[src/hw/rtl/cbm_pkg.sv]
// Shared types and constants for the cartridge bank mapper.
`default_nettype none
package cbm_pkg;

  localparam int unsigned DIVIDEND_W = 8;
  localparam int unsigned DIVISOR_W  = 10;
  localparam int unsigned PHYS_W     = 22;
  localparam int unsigned PAGES_W    = 9;

  typedef enum logic [1:0] {
    KIND_TOP_REG = 2'd0,
    KIND_SLOT_WR = 2'd1,
    KIND_FOUR_8K = 2'd2,
    KIND_UNUSED  = 2'd3
  } kind_t;

  typedef enum logic [1:0] {
    TGT_ROM     = 2'd0,
    TGT_SRAM    = 2'd1,
    TGT_WRAM    = 2'd2,
    TGT_DROPPED = 2'd3
  } target_t;

  typedef enum logic [1:0] {
    CFG_MAPPER_KIND = 2'd0,
    CFG_ROM_PAGES   = 2'd1
  } cfg_idx_t;

  typedef enum logic [1:0] {
    S_IDLE,
    S_DECODE,
    S_DIVIDE
  } state_t;

  typedef struct packed {
    logic start;
    logic done;
  } div_ctl_t;

  localparam logic [15:0] REG_PORT_BASE = 16'hFFFC;
  localparam logic [15:0] FIXED_1K_END  = 16'h0400;
  localparam logic [15:0] REG_8K_LAST   = 16'h0003;
  localparam logic [8:0]  PAGES_RESET   = 9'd32;

endpackage : cbm_pkg
`default_nettype wire

[src/hw/rtl/cbm_mod.sv]
// Bit-serial restoring modulo unit for bank page numbers.
`default_nettype none
module cbm_mod (
  input  wire logic                           clk,
  input  wire logic                           rst,
  input  wire logic                           start,
  input  wire logic [cbm_pkg::DIVIDEND_W-1:0] dividend,
  input  wire logic [cbm_pkg::DIVISOR_W-1:0]  divisor,
  output logic                                done,
  output logic [cbm_pkg::DIVIDEND_W-1:0]      remainder
);
  import cbm_pkg::*;

  localparam int unsigned CNT_W = $clog2(DIVIDEND_W);

  logic                   run;
  logic [CNT_W-1:0]       cnt;
  logic [DIVIDEND_W-1:0]  shift;
  logic [DIVISOR_W-1:0]   dvs;
  logic [DIVIDEND_W:0]    trial;
  logic [DIVISOR_W-1:0]   trial_ext;
  logic                   fits;
  logic [DIVIDEND_W-1:0]  rem_next;

  always_comb begin
    trial     = {remainder, shift[DIVIDEND_W-1]};
    trial_ext = DIVISOR_W'(trial);
    fits      = trial_ext >= dvs;
    rem_next  = fits ? DIVIDEND_W'(trial_ext - dvs) : DIVIDEND_W'(trial);
  end

  always_ff @(posedge clk) begin
    if (rst) begin
      run  <= 1'b0;
      cnt  <= '0;
      done <= 1'b0;
    end else begin
      done <= 1'b0;
      if (start) begin
        run <= 1'b1;
        cnt <= '0;
      end else if (run) begin
        cnt <= cnt + 1'b1;
        if (cnt == CNT_W'(DIVIDEND_W - 1)) begin
          run  <= 1'b0;
          done <= 1'b1;
        end
      end
    end
  end

  always_ff @(posedge clk) begin
    if (start) begin
      shift     <= dividend;
      dvs       <= divisor;
      remainder <= '0;
    end else if (run) begin
      shift     <= shift << 1;
      remainder <= rem_next;
    end
  end

endmodule : cbm_mod
`default_nettype wire

[src/hw/rtl/cartridge_bank_mapper.sv]
// Cartridge ROM bank mapper: decodes one CPU access to ROM, SRAM or work RAM.
// done is registered from the decode state for direct mappings; banked ROM reads go
// through the divide state, where the page modulo runs one bit per cycle in cbm_mod.
// One item at a time: busy stays high until the result is issued.
// The result is shown for one cycle only; the receiver cannot stall.
// Reset: 16K top-register kind, 32 pages, linear bank registers, SRAM flag clear.
`default_nettype none
module cartridge_bank_mapper #(
  parameter int unsigned MAX_ROM_PAGES = 256,
  parameter int unsigned SRAM_BYTES    = 32768
) (
  input  wire logic        clk,
  input  wire logic        rst,
  input  wire logic        start,
  output logic             busy,
  input  wire logic        opcode,
  input  wire logic [15:0] cpu_address,
  input  wire logic [7:0]  write_data,
  output logic             done,
  output logic [1:0]       target,
  output logic [21:0]      physical_address,
  output logic             register_written,
  output logic             sram_used,
  input  wire logic        cfg_write,
  input  wire logic [1:0]  cfg_index,
  input  wire logic [8:0]  cfg_data
);
  import cbm_pkg::*;

  state_t      state, state_next;
  kind_t       kind;
  kind_t       kind_eff;
  logic [8:0]  pages;
  logic [8:0]  pages_eff;
  logic [7:0]  bank [4];
  logic        sram_seen;

  logic        op_q;
  logic [15:0] addr_q;
  logic [7:0]  data_q;
  logic        wide_q;
  target_t     tgt_q;

  target_t     dec_tgt;
  logic [21:0] dec_phys;
  logic        dec_regw;
  logic [1:0]  dec_widx;
  logic        dec_div;
  logic        dec_wide;
  logic [DIVISOR_W-1:0] dec_divisor;
  logic [1:0]  rd_idx;
  logic [7:0]  rd_bank;
  logic        sram_slot;
  logic [15:0] sram_raw;
  logic [15:0] sram_off;
  logic        sram_set;

  logic        div_start;
  logic        div_done;
  logic [DIVIDEND_W-1:0] div_rem;

  assign busy = (state != S_IDLE);

  always_comb begin
    kind_eff = (kind == KIND_UNUSED) ? KIND_TOP_REG : kind;
    if (pages == 9'd0) begin
      pages_eff = 9'd1;
    end else if ({1'b0, pages} > 10'(MAX_ROM_PAGES)) begin
      pages_eff = 9'(MAX_ROM_PAGES);
    end else begin
      pages_eff = pages;
    end
  end

  always_comb begin
    rd_idx    = (kind_eff == KIND_FOUR_8K) ? addr_q[14:13] : 2'(addr_q[15:14] + 2'd1);
    rd_bank   = bank[rd_idx];
    sram_slot = (kind_eff != KIND_FOUR_8K) && (addr_q[15:14] == 2'd2) && bank[0][3];
    sram_raw  = {1'b0, bank[0][2], addr_q[13:0]};
    sram_off  = (sram_raw >= 16'(SRAM_BYTES)) ? 16'(sram_raw - 16'(SRAM_BYTES)) : sram_raw;

    dec_tgt     = TGT_DROPPED;
    dec_phys    = '0;
    dec_regw    = 1'b0;
    dec_widx    = addr_q[1:0];
    dec_div     = 1'b0;
    dec_wide    = 1'b1;
    dec_divisor = DIVISOR_W'(pages_eff);

    if (addr_q[15:14] == 2'd3) begin
      dec_tgt  = TGT_WRAM;
      dec_phys = 22'(addr_q[12:0]);
      if (op_q && (kind_eff == KIND_TOP_REG) && (addr_q >= REG_PORT_BASE)) begin
        dec_regw = 1'b1;
      end
    end else if (sram_slot) begin
      dec_tgt  = TGT_SRAM;
      dec_phys = 22'(sram_off);
    end else if (op_q) begin
      if (kind_eff == KIND_SLOT_WR) begin
        dec_regw = 1'b1;
        dec_widx = 2'(addr_q[15:14] + 2'd1);
      end else if ((kind_eff == KIND_FOUR_8K) && (addr_q <= REG_8K_LAST)) begin
        dec_regw = 1'b1;
      end
    end else if (kind_eff != KIND_FOUR_8K) begin
      dec_tgt = TGT_ROM;
      if ((kind_eff == KIND_TOP_REG) && (addr_q < FIXED_1K_END)) begin
        dec_phys = 22'(addr_q);
      end else begin
        dec_div = 1'b1;
      end
    end else begin
      dec_tgt = TGT_ROM;
      if (addr_q[15:14] == 2'd0) begin
        dec_phys = 22'(addr_q);
      end else begin
        dec_div     = 1'b1;
        dec_wide    = 1'b0;
        dec_divisor = {pages_eff, 1'b0};
      end
    end

    sram_set = dec_regw && (kind_eff != KIND_FOUR_8K) && (dec_widx == 2'd0) && data_q[3];
  end

  always_comb begin
    state_next = state;
    div_start  = 1'b0;
    unique case (state)
      S_IDLE: begin
        if (start) state_next = S_DECODE;
      end
      S_DECODE: begin
        if (dec_div) begin
          div_start  = 1'b1;
          state_next = S_DIVIDE;
        end else begin
          state_next = S_IDLE;
        end
      end
      S_DIVIDE: begin
        if (div_done) state_next = S_IDLE;
      end
      default: state_next = S_IDLE;
    endcase
  end

  cbm_mod u_mod (
    .clk       (clk),
    .rst       (rst),
    .start     (div_start),
    .dividend  (rd_bank),
    .divisor   (dec_divisor),
    .done      (div_done),
    .remainder (div_rem)
  );

  always_ff @(posedge clk) begin
    if (rst) begin
      state <= S_IDLE;
    end else begin
      state <= state_next;
    end
  end

  always_ff @(posedge clk) begin
    if (rst) begin
      kind      <= KIND_TOP_REG;
      pages     <= PAGES_RESET;
      sram_seen <= 1'b0;
      bank[0]   <= 8'd0;
      bank[1]   <= 8'd0;
      bank[2]   <= 8'd1;
      bank[3]   <= 8'd2;
    end else if (cfg_write && (cfg_index == CFG_MAPPER_KIND)) begin
      kind <= kind_t'(cfg_data[1:0]);
      if (kind_t'(cfg_data[1:0]) == KIND_FOUR_8K) begin
        bank[0] <= 8'd4;
        bank[1] <= 8'd5;
        bank[2] <= 8'd2;
        bank[3] <= 8'd3;
      end else begin
        bank[0] <= 8'd0;
        bank[1] <= 8'd0;
        bank[2] <= 8'd1;
        bank[3] <= 8'd2;
      end
    end else if (cfg_write && (cfg_index == CFG_ROM_PAGES)) begin
      pages <= cfg_data;
    end else if ((state == S_DECODE) && dec_regw) begin
      bank[dec_widx] <= data_q;
      if (sram_set) sram_seen <= 1'b1;
    end
  end

  always_ff @(posedge clk) begin
    if (start && !busy) begin
      op_q   <= opcode;
      addr_q <= cpu_address;
      data_q <= write_data;
    end
    if (state == S_DECODE) begin
      wide_q <= dec_wide;
      tgt_q  <= dec_tgt;
    end
  end

  always_ff @(posedge clk) begin
    if (rst) begin
      done <= 1'b0;
    end else begin
      done <= ((state == S_DECODE) && !dec_div) || ((state == S_DIVIDE) && div_done);
    end
  end

  always_ff @(posedge clk) begin
    if ((state == S_DECODE) && !dec_div) begin
      target           <= dec_tgt;
      physical_address <= dec_phys;
      register_written <= dec_regw;
      sram_used        <= sram_seen || sram_set;
    end else if ((state == S_DIVIDE) && div_done) begin
      target           <= tgt_q;
      physical_address <= wide_q ? {div_rem, addr_q[13:0]}
                                 : {1'b0, div_rem, addr_q[12:0]};
      register_written <= 1'b0;
      sram_used        <= sram_seen;
    end
  end

`ifndef ASSERT_OFF
  a_accept_busy: assert property (@(posedge clk) disable iff (rst)
    start && !busy |=> busy)
    else $error("accepted item did not raise busy");

  a_div_in_divide: assert property (@(posedge clk) disable iff (rst)
    div_done |-> state == S_DIVIDE)
    else $error("modulo result outside divide state");

  a_done_after_busy: assert property (@(posedge clk) disable iff (rst)
    $rose(done) |-> $past(busy))
    else $error("result issued without an item in flight");

  a_regw_target: assert property (@(posedge clk) disable iff (rst)
    done && register_written |-> target == TGT_WRAM || target == TGT_DROPPED)
    else $error("register write reported with ROM or SRAM target");
`endif

endmodule : cartridge_bank_mapper
`default_nettype wire
[config.mk]
export PLATFORM = sky130hd
export DESIGN_NAME = cartridge_bank_mapper
export DESIGN_NICKNAME = d
export VERILOG_FILES = /design/src/hw/rtl/cbm_pkg.sv /design/src/hw/rtl/cbm_mod.sv /design/src/hw/rtl/cartridge_bank_mapper.sv
export SDC_FILE = /design/constraint.sdc
export NUM_CORES = 1
export LEC_CHECK = 0
export BUFFER_PORTS_ARGS = -buffer_cell sky130_fd_sc_hd__buf_2
export CAP_MARGIN = 20
export CORE_MARGIN = 2
export CORE_UTILIZATION = 30
export DETAILED_ROUTE_END_ITERATION = 8
export PLACE_DENSITY = 0.45
export SLEW_MARGIN = 20
export SYNTH_ARGS = -nofsm -noshare
export SYNTH_HDL_FRONTEND = slang
export SYNTH_HIERARCHICAL = 1
export SYNTH_SLANG_ARGS = --single-unit
[constraint.sdc]
create_clock -name clk -period 3.55 [get_ports clk]
set_input_delay 0 -clock clk [delete_from_list [all_inputs] [get_ports clk]]
set_output_delay 0 -clock clk [all_outputs]
set_load 0.02 [all_outputs]
=== Word level (Yosys, flattened, before mapping) ===
Memory sizes are Yosys's and may differ from the RTL's.
Cells that the tools add are included.
Widths: inputs -> output; s select.

* Add/subtract/negate cells: 3
* Multipliers: 0
* Divide/modulo/power cells: 0
* $lt $le $gt $ge: 5
* Equality and inequality tests: 13
* Shift operators: 0
* Mux-type cells: 83
* Bitwise operators: 11
* Reduce and logical (&&, ||, !) cells: 36

{| class="wikitable"
|+ Operators by type and width
! cell !! number
|-
| $mux 22 || 7
|-
| $mux 8 || 12
|-
| $mux 9 || 7
|-
| $mux 1 || 39
|-
| $mux 16 || 2
|-
| $mux 2 || 15
|-
| $ge 16x16->1 const B || 1
|-
| $le 16x2->1 const B || 1
|-
| $lt 16x11->1 const B || 1
|-
| $logic_and 1x1->1 || 15
|-
| $eq 2x2->1 const B || 6
|-
| $ge 9x10->1 || 1
|-
| $logic_not 2->1 || 5
|-
| $gt 9x9->1 const B || 1
|-
| $logic_not 9->1 || 1
|-
| $or 1x1->1 || 8
|-
| $reduce_or 8->1 || 1
|-
| $sub 8x8->8 || 1
|-
| $eq 2x1->1 const B || 3
|-
| $pmux 2 s3 || 1
|-
| $reduce_bool 2->1 || 3
|-
| $reduce_or 5->1 || 1
|-
| $ne 2x2->1 const B || 2
|-
| $reduce_and 2->1 || 2
|-
| other kinds (11) || 15
|}

* Flip-flop bits (word level): 100
* Bits in latches: 0
* RAM bits: 32
* Memory bits (read-only): 0
* Input port bits: 40
* Output and inout port bits: 28
* Word-level logic and storage cells: 173
* Memories: 1

{| class="wikitable"
|+ Memories
! name !! depth !! width !! read ports !! clocked after Yosys merged registers in !! write ports !! RTL line !! text
|-
| bank || 4 || 8 || 2 || 0 || 4 || cartridge_bank_mapper.sv:35 || <nowiki>logic [7:0] bank [4];</nowiki>
|}

=== Depth between registers and ports, before layout ===
Gate-level depths: netlist of run 1.

* Word-level depth: 17
* Mapped depth: 11
* Depth with buffers taken out: 8

=== By module ===
The synthesis of run 1 kept the hierarchy.

{| class="wikitable"
|+ By module, submodules not included
! module !! times used !! cells an instance !! area an instance (sq um)
|-
| cartridge_bank_mapper || 1 || 359 || 4,546.9
|-
| cbm_mod || 1 || 147 || 1,730.4
|}

=== Least setup slack after synthesis of run 1 ===
Ideal clock, no wire load.

* Path type: register -> register
* Start point: register addr_q[14]
* End point: register u_mod.shift[1], data pin
* Data arrival time: 2.612 ns
* Required time: 3.290 ns
* Setup slack: 0.678 ns
* Stages on the path, launching flop included: 10
* Path through: edfxtp_1 > inv_1 > ha_1 > and3b_1 > buf_2 > nor3_2 > and3_1 > buf_6 > clkbuf_1 > mux2_2

* Cells in the longest elaborated chain, start to end: 10
* Elaborated cells on any way between the ends: 19

{| class="wikitable"
|+ Ends and longest elaborated chain
! what !! RTL line !! text
|-
| from (decl) || cartridge_bank_mapper.sv:39 || <nowiki>logic [15:0] addr_q;</nowiki>
|-
| from (signal assigned) || cartridge_bank_mapper.sv:200 || <nowiki>addr_q <= cpu_address;</nowiki>
|-
| $lt 16x11->1 || cartridge_bank_mapper.sv:108 || <nowiki>if ((kind_eff == KIND_TOP_REG) && (addr_q < FIXED_1K_END)) begin</nowiki>
|-
| $logic_and 1x1->1 || cartridge_bank_mapper.sv:108 ||
|-
| $mux 1 || cartridge_bank_mapper.sv:108 ||
|-
| $mux 1 || cartridge_bank_mapper.sv:106 || <nowiki>end else if (kind_eff != KIND_FOUR_8K) begin</nowiki>
|-
| $mux 1 || cartridge_bank_mapper.sv:99 || <nowiki>end else if (op_q) begin</nowiki>
|-
| $mux 1 || cartridge_bank_mapper.sv:96 || <nowiki>end else if (sram_slot) begin</nowiki>
|-
| $mux 1 * || cartridge_bank_mapper.sv:90 || <nowiki>if (addr_q[15:14] == 2'd3) begin</nowiki>
|-
| $mux 1 * || cartridge_bank_mapper.sv:135 || <nowiki>if (dec_div) begin</nowiki>
|-
| $mux 1 * || cartridge_bank_mapper.sv:130 || <nowiki>unique case (state)</nowiki>
|-
| named net div_start || cartridge_bank_mapper.sv:58 || <nowiki>logic div_start;</nowiki>
|-
| $mux 8 * || cbm_mod.sv:53 || <nowiki>if (start) begin</nowiki>
|-
| to (signal assigned) || cbm_mod.sv:54 || <nowiki>shift <= dividend;</nowiki>
|-
| to (signal assigned) || cbm_mod.sv:58 || <nowiki>shift <= shift << 1;</nowiki>
|-
| to (decl) || cbm_mod.sv:18 || <nowiki>logic [DIVIDEND_W-1:0] shift;</nowiki>
|}

Mark *: on every way through the listed nets, which the timed path passes. The rest lies on a longest branch.
A chain may end at the register's enable or synchronous reset.

=== Worst setup path in the final report of run 1 ===
* Start point: register addr_q[14]
* End point: register physical_address[0] (enable)

* Cells in the longest elaborated chain, start to end: 10
* Elaborated cells on any way between the ends: 16

{| class="wikitable"
|+ Ends and longest elaborated chain
! what !! RTL line !! text
|-
| $lt 16x11->1 || cartridge_bank_mapper.sv:108 ||
|-
| $logic_and 1x1->1 || cartridge_bank_mapper.sv:108 ||
|-
| $mux 1 || cartridge_bank_mapper.sv:108 ||
|-
| $mux 1 || cartridge_bank_mapper.sv:106 ||
|-
| $mux 1 || cartridge_bank_mapper.sv:99 ||
|-
| $mux 1 || cartridge_bank_mapper.sv:96 ||
|-
| $mux 1 * || cartridge_bank_mapper.sv:90 ||
|-
| $logic_not 1->1 * || cartridge_bank_mapper.sv:218 || <nowiki>if ((state == S_DECODE) && !dec_div) begin</nowiki>
|-
| $logic_and 1x1->1 * || cartridge_bank_mapper.sv:218 ||
|-
| $reduce_bool 2->1 (no source line) * || -- ||
|-
| to (signal assigned) || cartridge_bank_mapper.sv:220 || <nowiki>physical_address <= dec_phys;</nowiki>
|-
| to (signal assigned) || cartridge_bank_mapper.sv:225 || <nowiki>physical_address <= wide_q ? {div_rem, addr_q[13:0]}</nowiki>
|-
| to (decl) || cartridge_bank_mapper.sv:21 || <nowiki>output logic [21:0] physical_address,</nowiki>
|}

Mark *: on every way between the ends. The rest lies on a longest branch, timed or not.

==> impl_metrics.tcl, run 1 <==
set metrics [dict create \
    syn_to_final_growth_pct 26.3 \
    worstSetupStartpointType "register" \
    crit_type "register to register" \
    min_path_type "primary input to register" \
    dr.pass1.iters 5 \
    io_buffers 67 \
    cts_root_buffer "clkbuf_16" \
    wl_mm 14.9 \
    die_w_um 149 \
    pre_cts_ws_ns 0.523 \
    nFillCells 1960 \
    cts_hold_buf 43 \
    timing_hold_violations_final 0 \
    async_flop_share_pct 0 \
    cts_tree "built" \
    antenna_found_initial 0 \
    yosys-top-cells-count "edfxtp_1, nand2_1, nor3_1, dfxtp_1, nor2_1" \
    syn_area_um2 6280 \
    syn_area_per_cell_um2 12.4 \
    worst_slack_ns 0.457 \
    synth_top_area_share_pct 49.8 \
    synth_area_leaders "edfxtp_1, dfxtp_1, ha_1" \
    rr_startpoint "addr_q[14]$_DFFE_PP_" \
    wire_per_inst_um 16.4 \
    core-area_um2 20400 \
    period_minus_slack_ns 3.09 \
    tightest_slew_ns 0.842 \
    end_kind "register" \
    synthDistinctLibCells 77 \
    grt_util_all_layers_pct 14.2 \
    drc 0 \
    clockBufferDepth 2 \
    clkSlewWorstSetupHoldPaths_ns 0.05 \
    fin_worst_skew_ns 0.00695 \
    die_y_um 149 \
    num_rows 52 \
    final.setup.tns_ns 0 \
    maxCapViolations 0 \
    r2r_slack_ns 0.46 \
    hold_path_end "kind[1]$_SDFFE_PP0P_" \
    drv_slew 0 \
    max_slew_margin_pct 43.8 \
    cts.sinks 132 \
    worst_r2r_path_depth 7 \
    ant_nets 0 \
    yosysMostFrequentCell "edfxtp_1" \
    via_per_inst 4.84 \
    synthCells 506 \
    whs_path_depth 2 \
    syn_nets 563 \
    hpwlAfterDp_mm 11.0 \
    via_count 4416 \
    grt_pass1_wl_mm 24.0 \
    drt_iter0_drc 318 \
    final_nets 687 \
    setup_viol 0 \
    synth-seq-cells 132 \
    cp.arrival_ns 3.19 \
    overflow 0 \
    outcome "finished clean" \
    cts_buffers 17 \
    insertedDiodeCount 0 \
    period_share_pct 87.1 \
    grt_start_max_net_pins 26 \
    grt_pass1_vias 4393 \
    rsz0062_at_grt "false" \
    yosysSeqAreaShare_pct 58.7 \
    cp_max_fo 16 \
    clk_latency_ns 0.41 \
    yosysTopAreaCell "edfxtp_1" \
    die-area_um2 22100 \
    yosysWarnings 6 \
    p_leak_nw 2.89 \
    num_io_pins 68 \
    post_cts_buffers 0 \
    drive_above_1_share_pct 23.1 \
    crit_required_ns 3.65 \
    synth-edff-count 104 \
    min_from "rst" \
    peakVddDrop_v 0.000326 \
    rr_endpoint "physical_address[0]$_DFFE_PP_" \
    synth_flop_cell "edfxtp_1" \
    power_density_nw_per_um2 565 \
    start_util_pct 30.8 \
    fmax_ghz 0.323 \
    h-tree-depth 4 \
    post_cts_resized 0 \
    place.gp.congestion 0.838 \
]
-- power by group --
part | switching (mW) | internal [mW]
clock | 0.622 | 1.02
sequential | 0.114 | 1.81
combinational | 0.513 | 0.406
-- cell usage in the layout, fill, tap and decap left out, types with 3 or more instances in the layout --
| cell | count |
|---|---|
| a211oi_1 | 7 |
| a21oi_1 | 27 |
| a31oi_1 | 3 |
| and3_1 | 3 |
| buf_2 | 67 |
| buf_4 | 16 |
| clkbuf_16 | 17 |
| clkinv_1 | 3 |
| clkinv_2 | 5 |
| clkinvlp_4 | 3 |
| dfxtp_1 | 28 |
| dlygate4sd3_1 | 43 |
| edfxtp_1 | 104 |
| ha_1 | 16 |
| inv_1 | 22 |
| mux2_2 | 10 |
| mux2i_1 | 19 |
| mux4_2 | 8 |
| nand2_1 | 45 |
| nand2b_1 | 3 |
| nand3_1 | 12 |
| nand3b_1 | 6 |
| nand4_1 | 3 |
| nor2_1 | 27 |
| nor2b_1 | 13 |
| nor3_1 | 37 |
| nor3b_1 | 4 |
| nor4_1 | 6 |
| o2111ai_1 | 3 |
| o21ai_0 | 3 |
| o22ai_1 | 4 |
| o31ai_1 | 11 |
| or2_2 | 4 |
| xor2_1 | 3 |
-- metal layers --
metal  part of all wire, %  vias to the layer above  GRT usage (%)
met5                     0                        -              0
met4                   1.3                        0           5.33
met3                   3.4                       14           3.59
met2                    48                       89           22.4
met1                    47                     2143           18.9
li1                      -                     2170              -
-- worst max-delay path, stage by stage (launching register included) --
cell and delay, ns:
edfxtp_1 0.50, inv_1 0.19, ha_1 0.22, or3b_1 0.40
o31a_1 0.44, a21o_1 0.30, nand2_1 0.38, buf_4 0.33
-- logic make-up after synthesis --
group	count (synthesis)	share of synthesized area [%]
AO/OA/AOI/OAI	80	9.27
XOR/XNOR	5	0.698
adder cells (fa/ha/maj)	17	3.51
multiplexers	37	7.69
AND/OR/NAND/NOR	190	16.7
buffers and inverters	45	3.41
flip-flops	132	58.7
-- layout make-up --
class                           instances  area [um2]  share of cell area, %
Sequential cell                       132        3680                   46.5
Timing Repair Buffer                  126         886                   11.2
Tap cell                              270         338                   4.26
Clock inverter                         12         115                   1.45
Multi-Input combinational cell        329        2380                   30.1
Clock buffer                           19         433                   5.46
Inverter                               24        90.1                   1.14
-- registers in the layout, summed over array words and instances, names as in the netlist, 8 cells and up --
name,flops
bank,32
addr_q,16
pages,9
u_mod/remainder,8
u_mod/shift,8
data_q,8
u_mod/dvs,10
physical_address,22
-- per-stage QoR --
stage,total power [mW],util [%],hold WS (ns),area (um2),std cells
2_1_floorplan,2.59,-,0.0724,6280,506
3_3_place_gp,2.84,34.1,0.176,6950,838
3_5_place_dp,2.84,34.1,0.178,6950,838
4_1_cts,4.52,38.9,0.0312,7930,912
5_1_grt,4.70,38.9,0.0670,7930,912
6_report,4.48,38.9,0.0489,7930,912
-- worst max path at each step --
| stage | start | to | slack, ns | depth (start not counted) |
|---|---|---|---|---|
| 6_report | addr_q[14]$_DFFE_PP_ | physical_address[0]$_DFFE_PP_ | 0.46 | 7 |
| 3_3_place_gp | addr_q[14]$_DFFE_PP_ | sram_used$_DFFE_PP_ | 0.60 | 7 |
| 2_1_floorplan | addr_q[14]$_DFFE_PP_ | u_mod/shift[1]$_DFFE_PP_ | 0.68 | 9 |
| 4_1_cts | addr_q[14]$_DFFE_PP_ | physical_address[0]$_DFFE_PP_ | 0.48 | 7 |
| 5_1_grt | addr_q[14]$_DFFE_PP_ | physical_address[0]$_DFFE_PP_ | 0.28 | 7 |
| 3_5_place_dp | addr_q[14]$_DFFE_PP_ | physical_address[1]$_DFFE_PP_ | 0.52 | 7 |
Note: power is estimated with default switching activity, not from simulation.
==> inputs of run 2 (changes only) <==
--- a/config.mk
+++ b/config.mk
@@ -11,6 +11,7 @@
 export CORE_UTILIZATION = 30
 export DETAILED_ROUTE_END_ITERATION = 8
 export PLACE_DENSITY = 0.45
+export RECOVER_POWER = 50
 export SLEW_MARGIN = 20
 export SYNTH_ARGS = -nofsm -noshare
 export SYNTH_HDL_FRONTEND = slang
==> constraint.sdc (replaced) <==
create_clock -name clk -period 3.27 [get_ports clk]
set_input_delay 0 -clock clk [delete_from_list [all_inputs] [get_ports clk]]
set_output_delay 0 -clock clk [all_outputs]
set_load 0.02 [all_outputs]
==> impl_metrics.tcl, run 2 (synthesis results as in run 1) <==
set metrics [dict create \
    insertedDiodeCount 0 \
    fmax_ghz 0.346 \
    peakVddDrop_v 0.000387 \
    fin_worst_skew_ns 0.0102 \
    post_cts_buffers 0 \
    die_w_um 149 \
    final_nets 689 \
    via_per_inst 4.82 \
    cp_top_family "simple AND/OR/NAND/NOR gates" \
    drc 0 \
    cts_root_buffer "clkbuf_16" \
    wire_per_inst_um 16.3 \
    cp.depth 7 \
    cp_max_fo 11 \
    largest_reg_flops 32 \
    core-area_um2 20400 \
    die_y_um 149 \
    cts.sinks 132 \
    overflow 0 \
    worstPathCellList "inv_1 -> ha_1 -> or3b_1 -> o31a_1 -> and3_1 -> or4b_2 -> o311ai_1" \
    antenna_found_initial 0 \
    final.setup.tns_ns 0 \
    drive_above_1_share_pct 17.8 \
    start_util_pct 30.8 \
    dr.pass1.iters 4 \
    crit_required_ns 3.60 \
    setup_viol 0 \
    grt_util_all_layers_pct 14.1 \
    clk_latency_ns 0.42 \
    grt_pass1_vias 4490 \
    place.gp.congestion 0.778 \
    worstSetupStartpointType "register" \
    maxCapViolations 0 \
    period_share_pct 88.5 \
    worst_r2r_path_depth 7 \
    period_minus_slack_ns 2.89 \
    layout_common_cells "edfxtp_1, nand2_1, dlygate4sd3_1" \
    drt_iter0_drc 249 \
    timing_hold_violations_final 0 \
    power_density_nw_per_um2 627 \
    slowest_stage "or4b_2" \
    num_io_pins 68 \
    pre_cts_ws_ns 0.348 \
    post_cts_resized 0 \
    hpwlAfterDp_mm 11.0 \
    min_path_type "primary input to register" \
    worst_slack_ns 0.376 \
    num_rows 52 \
    die-area_um2 22100 \
    ant_nets 0 \
    clockBufferDepth 2 \
    crit_type "register to register" \
    cts_buffers 17 \
    grt_pass1_wl_mm 23.9 \
    drv_slew 0 \
    io_buffers 67 \
    tightest_slew_ns 1.45 \
    clkSlewWorstSetupHoldPaths_ns 0.06 \
    via_count 4409 \
    cts_hold_buf 43 \
    cp.arrival_ns 3.22 \
    final_common_cell "edfxtp_1" \
    reg.largest.list "bank x32, physical_address x22, addr_q x16" \
    whs_path_depth 3 \
    largest_register "bank" \
    cp_slowest_stage_delay_ns 0.69 \
    wl_mm 14.9 \
    p_leak_nw 2.80 \
    outcome "finished clean" \
    syn_to_final_growth_pct 25.9 \
    grt_start_max_net_pins 26 \
    cp_num_buf_inv 1 \
    rsz0062_at_grt "false" \
    end_kind "register" \
    h-tree-depth 4 \
    cts_tree "built" \
    max_slew_margin_pct 3.16 \
]
run 2: changes by cell type in the layout (fill, tap and decap cells not counted), sizes merged:
cell | previous run | this run
buf | 83 | 51
clkbuf | 19 | 52
clkinvlp | 3 | 6
inv | 23 | 28
clkinv | 8 | 2
run 2: layout make-up:
type	instances	area, um2
tap	270	338
clock buffer	18	429
multi-input combinational	329	2360
inverter	24	90.1
timing repair buffer	128	846
fill	1974	12500
clock inverter	14	153
sequential	132	3680
run 2: path summary, 6_finish.rpt:
path | startpoint | end | slack [ns]
setup / recovery | addr_q[14]$_DFFE_PP_ | u_mod/remainder[0]$_SDFFE_PP0P_ | 0.38
hold / removal | cfg_index[0] | pages[5]$_SDFFE_PP1P_ | 0.07
setup reg to reg | addr_q[14]$_DFFE_PP_ | u_mod/remainder[0]$_SDFFE_PP0P_ | 0.38
hold reg to reg | pages[0]$_SDFFE_PP0P_ | pages[0]$_SDFFE_PP0P_ | 0.48
run 2: worst register-to-register path, cell delays in order (launching register included):
cell and delay [ns]:
edfxtp_1 0.48, inv_1 0.18, ha_1 0.21, or3b_1 0.39, o31a_1 0.42, and3_1 0.34
or4b_2 0.70, o311ai_1 0.08
run 2: power by group:
group / total, mW / switching, mW / internal, mW
Sequential: 2.09 / 0.123 / 1.96
Combinational: 0.985 / 0.553 / 0.433
Clock: 1.88 / 0.752 / 1.13
Total: 4.95 / 1.43 / 3.52
run 2: per-stage QoR:
stage	util [%]	total power, mW	std cells	hold slack (ns)	instance area (um2)
floorplan	-	2.81	506	0.0724	6280
global placement	34.2	3.07	840	0.177	6960
detailed placement	34.2	3.09	840	0.178	6960
CTS	39.2	5.01	915	0.0510	7980
global route	38.8	5.20	915	0.0932	7900
finish	38.8	4.95	915	0.0659	7900
run 2: layer usage:
metal	vias up	wire length [um]	global-route usage (%)
met5	-	0	0
met4	0	187	5.00
met3	15	508	3.40
met2	78	7150	22.9
met1	2129	7050	18.4
li1	2187	-	-
